## src/hw/rtl/fbba_pkg.sv

```systemverilog
package fbba_pkg;

   // Geometry of the bitmap
   localparam int NUM_BLOCKS = 1024;
   localparam int WORD_BITS  = 32;
   localparam int WORD_COUNT = (NUM_BLOCKS + WORD_BITS - 1) / WORD_BITS;
   localparam int ADDR_W     = $clog2(WORD_COUNT);
   localparam int BIT_W      = $clog2(WORD_BITS);
   localparam int BLK_W      = 10;
   localparam int CNT_W      = 11;

   localparam logic [CNT_W-1:0]  LIMIT_MAX       = CNT_W'(NUM_BLOCKS);
   localparam logic [CNT_W-1:0]  TOTAL_RESET     = CNT_W'(1024);
   localparam logic [ADDR_W-1:0] LAST_WORD       = ADDR_W'(WORD_COUNT - 1);

   // Request codes
   typedef enum logic [1:0] {
      REQ_MARK_USED = 2'd0,
      REQ_MARK_FREE = 2'd1,
      REQ_TEST_FREE = 2'd2,
      REQ_FIND_FREE = 2'd3
   } req_code_type;

   // Sequencer states
   typedef enum logic [2:0] {
      ST_IDLE,
      ST_READ,
      ST_MODIFY,
      ST_SCAN,
      ST_DONE
   } state_type;

   // Result of the word evaluation unit
   typedef struct packed {
      logic              hit;        // lowest free bit lies below the limit
      logic              stop;       // no free block can follow this word
      logic [BLK_W-1:0]  index;      // block number of the lowest free bit
      logic              bit_free;   // selected bit is free
      logic [WORD_BITS-1:0] new_word; // word after the mark
   } eval_type;

endpackage

```

## src/hw/rtl/free_block_bitmap_allocator.sv

```systemverilog
// First-fit free-block allocator over a used/free bitmap (1 = used).
// Request channel (req_valid/req_ready) carries req_type and
// req_block_index; result channel (rsp_valid/rsp_ready) returns one
// transaction per request with result_index, found, is_free, bad_index.
// csr_wr_en/csr_wr_data write the block count; write only while idle.
// A request with a bad index goes straight to the done state; mark and test
// pass through read and modify; a find reads and then scans 32-bit words
// until a hit or the end (at most 32 words). From the done state the
// result moves to the result register. The scan reads one word per cycle
// from the single read port of the bitmap memory; a new request is taken
// the cycle after the last one has moved to the result register.
// Reset clears all per-word valid bits at once, so every block reads as
// free; the block count returns to 1024. No clearing pass is needed.
// A stalled receiver holds the result register; one further request can
// complete behind it and waits in the done state until the register empties.
module free_block_bitmap_allocator
   import fbba_pkg::*;
(
   input  logic             clock,
   input  logic             reset,
   input  logic             req_valid,
   output logic             req_ready,
   input  logic [1:0]       req_type,
   input  logic [BLK_W-1:0] req_block_index,
   output logic             rsp_valid,
   input  logic             rsp_ready,
   output logic [BLK_W-1:0] rsp_result_index,
   output logic             rsp_found,
   output logic             rsp_is_free,
   output logic             rsp_bad_index,
   input  logic             csr_wr_en,
   input  logic [CNT_W-1:0] csr_wr_data
);

   state_type            state_ff, state_in;
   logic [CNT_W-1:0]     total_ff;
   logic [CNT_W-1:0]     limit;
   req_code_type         op_ff;
   logic [BLK_W-1:0]     blk_ff;
   logic [ADDR_W-1:0]    ptr_ff;
   logic [BLK_W-1:0]     pend_index_ff;
   logic                 pend_found_ff, pend_free_ff, pend_bad_ff;
   logic                 rsp_valid_ff;
   logic [BLK_W-1:0]     rsp_index_ff;
   logic                 rsp_found_ff, rsp_free_ff, rsp_bad_ff;

   logic                 req_fire, rsp_free_slot, req_bad;
   logic                 rd_en, wr_en;
   logic [ADDR_W-1:0]    rd_addr;
   logic [WORD_BITS-1:0] rd_data;
   eval_type             ev;

   // Effective limit and index check
   assign limit    = (total_ff > LIMIT_MAX) ? LIMIT_MAX : total_ff;
   assign req_bad  = !({1'b0, req_block_index} < limit);
   assign req_ready = (state_ff == ST_IDLE);
   assign req_fire  = req_valid && req_ready;
   assign rsp_free_slot = !rsp_valid_ff || rsp_ready;

   fbba_bitmap u_bitmap (
      .clock   (clock),
      .reset   (reset),
      .rd_en   (rd_en),
      .rd_addr (rd_addr),
      .rd_data (rd_data),
      .wr_en   (wr_en),
      .wr_addr (blk_ff[BLK_W-1:BIT_W]),
      .wr_data (ev.new_word)
   );

   fbba_word_eval u_eval (
      .word      (rd_data),
      .word_addr ((state_ff == ST_SCAN) ? ptr_ff : blk_ff[BLK_W-1:BIT_W]),
      .bit_sel   (blk_ff[BIT_W-1:0]),
      .op        (op_ff),
      .limit     (limit),
      .result    (ev)
   );

   // Next state
   always_comb begin
      state_in = state_ff;
      case (state_ff)
         ST_IDLE: begin
            if (req_fire) begin
               if (req_code_type'(req_type) != REQ_FIND_FREE && req_bad) begin
                  state_in = ST_DONE;
               end else begin
                  state_in = ST_READ;
               end
            end
         end
         ST_READ: begin
            state_in = (op_ff == REQ_FIND_FREE) ? ST_SCAN : ST_MODIFY;
         end
         ST_MODIFY: state_in = ST_DONE;
         ST_SCAN: begin
            if (ev.hit || ev.stop) begin
               state_in = ST_DONE;
            end
         end
         ST_DONE: begin
            if (rsp_free_slot) begin
               state_in = ST_IDLE;
            end
         end
         default: state_in = ST_IDLE;
      endcase
   end

   // Memory control
   always_comb begin
      rd_en   = 1'b0;
      rd_addr = blk_ff[BLK_W-1:BIT_W];
      wr_en   = 1'b0;
      case (state_ff)
         ST_READ: begin
            rd_en = 1'b1;
            if (op_ff == REQ_FIND_FREE) begin
               rd_addr = ptr_ff;
            end
         end
         ST_SCAN: begin
            rd_en   = 1'b1;
            rd_addr = ptr_ff + ADDR_W'(1);
         end
         ST_MODIFY: begin
            wr_en = (op_ff == REQ_MARK_USED) || (op_ff == REQ_MARK_FREE);
         end
         default: ;
      endcase
   end

   // Control registers
   always_ff @(posedge clock) begin
      if (reset) begin
         state_ff     <= ST_IDLE;
         total_ff     <= TOTAL_RESET;
         rsp_valid_ff <= 1'b0;
      end else begin
         state_ff <= state_in;
         if (csr_wr_en) begin
            total_ff <= csr_wr_data;
         end
         if (state_ff == ST_DONE && rsp_free_slot) begin
            rsp_valid_ff <= 1'b1;
         end else if (rsp_ready) begin
            rsp_valid_ff <= 1'b0;
         end
      end
   end

   // Request, scan pointer and pending result
   always_ff @(posedge clock) begin
      if (req_fire) begin
         op_ff         <= req_code_type'(req_type);
         blk_ff        <= req_block_index;
         ptr_ff        <= '0;
         pend_index_ff <= '0;
         pend_found_ff <= 1'b0;
         pend_free_ff  <= 1'b0;
         pend_bad_ff   <= (req_code_type'(req_type) != REQ_FIND_FREE) && req_bad;
      end
      if (state_ff == ST_MODIFY && op_ff == REQ_TEST_FREE) begin
         pend_free_ff <= ev.bit_free;
      end
      if (state_ff == ST_SCAN) begin
         if (ev.hit) begin
            pend_index_ff <= ev.index;
            pend_found_ff <= 1'b1;
         end else if (!ev.stop) begin
            ptr_ff <= ptr_ff + ADDR_W'(1);
         end
      end
      if (state_ff == ST_DONE && rsp_free_slot) begin
         rsp_index_ff <= pend_index_ff;
         rsp_found_ff <= pend_found_ff;
         rsp_free_ff  <= pend_free_ff;
         rsp_bad_ff   <= pend_bad_ff;
      end
   end

   assign rsp_valid        = rsp_valid_ff;
   assign rsp_result_index = rsp_index_ff;
   assign rsp_found        = rsp_found_ff;
   assign rsp_is_free      = rsp_free_ff;
   assign rsp_bad_index    = rsp_bad_ff;

endmodule

```

## src/hw/rtl/fbba_bitmap.sv

```systemverilog
module fbba_bitmap
   import fbba_pkg::*;
(
   input  logic                 clock,
   input  logic                 reset,
   input  logic                 rd_en,
   input  logic [ADDR_W-1:0]    rd_addr,
   output logic [WORD_BITS-1:0] rd_data,
   input  logic                 wr_en,
   input  logic [ADDR_W-1:0]    wr_addr,
   input  logic [WORD_BITS-1:0] wr_data
);

   logic [WORD_BITS-1:0]  mem_ff [WORD_COUNT];
   logic [WORD_COUNT-1:0] valid_ff;
   logic [WORD_BITS-1:0]  rd_data_ff;
   logic                  rd_valid_ff;

   // Word storage, registered read
   always_ff @(posedge clock) begin
      if (wr_en) begin
         mem_ff[wr_addr] <= wr_data;
      end
      if (rd_en) begin
         rd_data_ff <= mem_ff[rd_addr];
      end
   end

   // Per-word valid bits; an unwritten word reads as all free
   always_ff @(posedge clock) begin
      if (reset) begin
         valid_ff    <= '0;
         rd_valid_ff <= 1'b0;
      end else begin
         if (wr_en) begin
            valid_ff[wr_addr] <= 1'b1;
         end
         if (rd_en) begin
            rd_valid_ff <= valid_ff[rd_addr];
         end
      end
   end

   assign rd_data = rd_valid_ff ? rd_data_ff : '0;

endmodule

```

## src/hw/rtl/fbba_word_eval.sv

```systemverilog
module fbba_word_eval
   import fbba_pkg::*;
(
   input  logic [WORD_BITS-1:0] word,
   input  logic [ADDR_W-1:0]    word_addr,
   input  logic [BIT_W-1:0]     bit_sel,
   input  req_code_type         op,
   input  logic [CNT_W-1:0]     limit,
   output eval_type             result
);

   logic             any_free;
   logic [BIT_W-1:0] first_pos;
   logic [BLK_W-1:0] cand;
   logic             below;

   // Lowest zero bit of the word
   always_comb begin
      any_free  = 1'b0;
      first_pos = '0;
      for (int i = WORD_BITS - 1; i >= 0; i--) begin
         if (!word[i]) begin
            any_free  = 1'b1;
            first_pos = BIT_W'(i);
         end
      end
   end

   assign cand  = {word_addr, first_pos};
   assign below = {1'b0, cand} < limit;

   // Find, test and mark share this unit
   always_comb begin
      result.hit      = any_free && below;
      result.stop     = (any_free && !below) || (word_addr == LAST_WORD);
      result.index    = cand;
      result.bit_free = !word[bit_sel];
      result.new_word = word;
      if (op == REQ_MARK_USED) begin
         result.new_word[bit_sel] = 1'b1;
      end else begin
         result.new_word[bit_sel] = 1'b0;
      end
   end

endmodule
```

## config.mk

```make
export PLATFORM = sky130hd
export DESIGN_NAME = free_block_bitmap_allocator
export DESIGN_NICKNAME = d
export VERILOG_FILES = /design/src/hw/rtl/fbba_pkg.sv /design/src/hw/rtl/free_block_bitmap_allocator.sv /design/src/hw/rtl/fbba_bitmap.sv /design/src/hw/rtl/fbba_word_eval.sv
export SDC_FILE = /design/constraint.sdc
export NUM_CORES = 2
export LEC_CHECK = 0
export BUFFER_PORTS_ARGS = -buffer_cell sky130_fd_sc_hd__buf_2
export CAP_MARGIN = 5
export CORE_ASPECT_RATIO = 0.9
export CORE_MARGIN = 10
export CORE_UTILIZATION = 45
export CTS_CLUSTER_SIZE = 25
export DETAILED_ROUTE_END_ITERATION = 10
export GPL_TIMING_DRIVEN = 0
export RECOVER_POWER = 25
export SYNTH_ARGS = -nofsm -noshare
export SYNTH_HDL_FRONTEND = slang
export SYNTH_SLANG_ARGS = --single-unit
```

## constraint.sdc

```tcl
create_clock -name clock -period 7.43 [get_ports clock]
set_input_delay 0.743 -clock clock [delete_from_list [all_inputs] [get_ports clock]]
set_output_delay 0.743 -clock clock [all_outputs]
set_load 0.02 [all_outputs]
```

==> summary.md <==
| Metric | Value |
|---|---|
| HPWL Detailed | `103700 µm` |
| Fin crit period | `5.538 ns` |
| # DRC | `0` |
| Dominant synthesized flop cell | `edfxtp_1` |
| I/O pin cnt | `43` |
| R2R depth | `10` |
| CTS resizes | `0` |
| Max Clock Freq | `180.6 MHz` |
| Post-synth ARST share | `0%` |
| Maximum root-to-sink buffer count | `3` |
| Power Density | `around 270 nW/µm²` |
| Tcrit/Tclk final | `between 70% and 80%` |
| Post-DRT Antenna Nets | `0` |
| Setup Skew | `0.02313 ns` |
| Layout area overhead | `15.16%` |
| YS warnings | `0` |
| Post-Synth Adder-Cell Area | `0.5111%` |
| Critical Path End | `u_bitmap.rd_data_ff[12]` |
| Placed cells | `roughly 4900` |
| Post-placement cell area | `between 50000 and 60000 µm²` |
| Simple-gate share of the synthesized area | `11.15%` |
| Initial antenna violation count | `6` |
| Die ar. | `116600 µm²` |
| Pin count of the biggest net entering global routing | `38` |
| RSZ-0062 raised after global routing | `no` |
| Post-synth EDFFs | `1083` |
| CTS tree | `done` |
| Synth Area in XOR/XNOR | `0.05649%` |
| Final instance area | `53570 µm²` |
| Slew Viols, Final | `411` |
| Num rows | `111` |
| DIE WIDTH | `358.9 µm` |
| Area fraction in compound gates after synthesis | `11.70%` |
| Total setup buffers inserted after CTS | `0` |
| Synth Instances | `about 3400` |
| Reg2reg end | `u_bitmap.rd_data_ff[12]` |
| Synthesized area | `~47000 µm²` |
| Tot GR Track Use | `around a quarter` |
| Vias in the first global route | `29602` |
| Fin nets | `3685` |
| Via count | `31436` |
| Hold_buf cts | `0` |
| Initial core utilization | `45.51%` |
| HP Class | `input port to flip-flop` |
| First-pass GRT wire length | `211100 µm` |
| I/O Buffers | `42` |
| Crit path DAT | `5.95 ns` |
| Avg Cell Area, Syn | `13.67 µm²` |
| Sink Count | `1147` |
| Clock root buffer | `clkbuf_16` |
| Final-report setup violation count | `0` |
| Commonest non-fill, non-tap cell in the layout | `edfxtp_1` |
| Max-slew headroom | `-43.34%` |
| Worst setup SP type | `flip-flop` |
| Synthesized flop and latch total | `approximately 1100` |
| Slew @ Worst Pin | `2.142 ns` |
| Crit path max fanout | `37` |
| Gpl congestion | `0.9122` |
| Sequential area share after synthesis | `between 70% and 80%` |
| Crit path from | `state_ff[2]` |
| Clock transition at the registers of the reported paths | `0.06 ns` |
| Core Area | `102200 µm²` |
| Die height | `325.0 µm` |
| Violated checks | `capacitance limit, slew limit` |
| Peak supply drop | `around 0.21 mV` |
| Status | `complete, but fails checks` |
| Setup TNS | `0 ns` |
| Setup WS post-layout | `1.892 ns` |
| Starting DRC count in detailed routing | `between 4000 and 5000` |
| Clk_lat worst skew | `0.71 ns` |
| Fillers | `8660` |
| CTS Buf Count | `113` |
| Max-cap violation count | `22` |
| Syn Nets | `3450` |
| Distinct cells, synth | `69` |
| Commonest cells after routing, fill and taps aside | `edfxtp_1, nand2_1, and3_1` |
| Gr ovfl total | `0` |
| Detailed Routing Iterations Pass 1 | `5` |
| H-tree depth | `3` |
| Static Leak | `0.01780 µW` |
| Multiplexer share of the synthesized area | `1.313%` |
| Vias per cell | `roughly 6.2` |
| FF-to-FF Start | `state_ff[2]` |
| Largest family of logic cells by synthesized area | `compound AO/OA/AOI/OAI gates` |
| Share of cells above drive strength 1 | `9.997%` |
| Post-Route Utilization | `a little over half` |
| Final Hold Viols | `0` |
| Crit path required time | `7.84 ns` |
| Routed len/inst | `29.13 µm` |
| Nature of the critical path endpoint | `flip-flop` |
| Total Wirelength | `between 100000 and 150000 µm` |
| Setup slack at placement | `about 2.6 ns` |
| Worst reg2reg setup slack | `between 1.5 and 2 ns` |
| Final non-filler cell total | `5089` |
| Crit path kind | `flip-flop to flip-flop` |
-- flip-flops by register name (all words and copies together) (netlist names) --
register,cells
u_bitmap.rd_data_ff,32
pend_bad_ff,1
pend_index_ff,10
pend_found_ff,1
u_bitmap.mem_ff,1024
u_bitmap.rd_valid_ff,1
u_bitmap.valid_ff,32
rsp_found,1
rsp_valid,1
blk_ff,10
state_ff,3
op_ff,2
rsp_result_index,10
pend_free_ff,1
ptr_ff,5
total_ff,11
rsp_bad_index,1
rsp_is_free,1
-- per-layer routing --
metal | global-route usage (%) | up-vias | wire length, µm
li1 | - | 13769 | -
met4 | 7.072 | 2 | 4474
met1 | 34.71 | 15800 | 61760
met5 | 0 | - | 13
met2 | 36.82 | 1625 | 65720
met3 | 6.194 | 240 | 16270
-- cells by family after synthesis --
| family | Yosys count |
|---|---|
| AO/OA/AOI/OAI | 796 |
| AND/OR/NAND/NOR | 1099 |
| buffers and inverters | 289 |
| flip-flops | 1147 |
| XOR/XNOR | 3 |
| adder cells (fa/ha/maj) | 19 |
| multiplexers | 50 |
-- synthesized netlist by cell type (all sizes together), types with 3 or more instances --
library cell     n  area, µm²
o31ai           23      172.7
mux2             8      90.09
o211ai          20      150.1
a21o             9      67.56
o311ai           4      35.03
nor2b           15      93.84
nor4            35      219.0
a21oi           18      90.09
dfxtp           64       1281
nor3b            3      22.52
edfxtp        1083      32520
and2             8      50.05
buf            102      509.2
or2              5      31.28
a31oi          260       1627
nand3           26      130.1
clkbuf         167      626.9
nor3             8      51.30
nand3b           4      30.03
nand4            7      43.79
o41ai            4      35.03
and4             5      43.79
a2111oi          3      26.28
mux4             8      180.2
or3              4      25.02
o2111ai          3      26.28
a221oi           3      32.53
nor2           109      409.1
o22ai          131      819.5
ha              19      237.7
o21ba            7      70.07
nand2          575       2158
inv             20      75.07
a311oi           3      26.28
o21ai           29      148.9
and3           266       1664
nand2b          18      112.6
a211oi         265       1994
mux2i           34      340.3
-- per-stage QoR --
stage,power [µW],hold slack (ns)
detailed placement,8992,0.4180
global placement,8900,0.4034
finish,14390,0.2366
floorplan,8208,0.4000
global route,14800,0.2190
CTS,14410,0.2205
-- worst min path at each step --
stage / start / endpoint / cells past startpoint
finish: req_type[0] / op_ff[0] / 1
global route: req_type[0] / op_ff[0] / 1
CTS: csr_wr_data[10] / total_ff[10] / 2
detailed placement: pend_index_ff[7] / rsp_result_index[7] / 0
global placement: pend_bad_ff / rsp_bad_index / 0
floorplan: pend_index_ff[0] / rsp_result_index[0] / 0
-- layout make-up --
| cell class | count | area [µm²] | share of cell area (%) |
|---|---|---|---|
| Tap cell | 1356 | 1697 | 3.167 |
| Inverter | 20 | 75.07 | 0.1401 |
| Clock inverter | 52 | 430.4 | 0.8035 |
| Sequential cell | 1147 | 33800 | 63.10 |
| Multi-Input combinational cell | 1967 | 11870 | 22.16 |
| Antenna cell | 2 | 5.005 | 0.009343 |
| Buffer | 269 | 1132 | 2.114 |
| Timing Repair Buffer | 120 | 1470 | 2.745 |
| Clock buffer | 156 | 3082 | 5.753 |
-- power by group --
part | total [µW] | switching (µW) | internal (µW)
registers | 7200 | 46.8 | 7150
clock network | 5510 | 2420 | 3090
logic | 1680 | 1220 | 461
-- critical path: stages, from the launching register on --
cell and delay, ns:
dfxtp_1 0.39, nand2b_1 0.27, inv_1 1.17, nor2_1 0.29, nor3_4 0.67, buf_2 0.59, buf_2 0.45, clkbuf_1 0.49
a31oi_1 0.32, o22ai_1 0.49, nor4_1 0.08
Power figures use the tool's default switching activity.
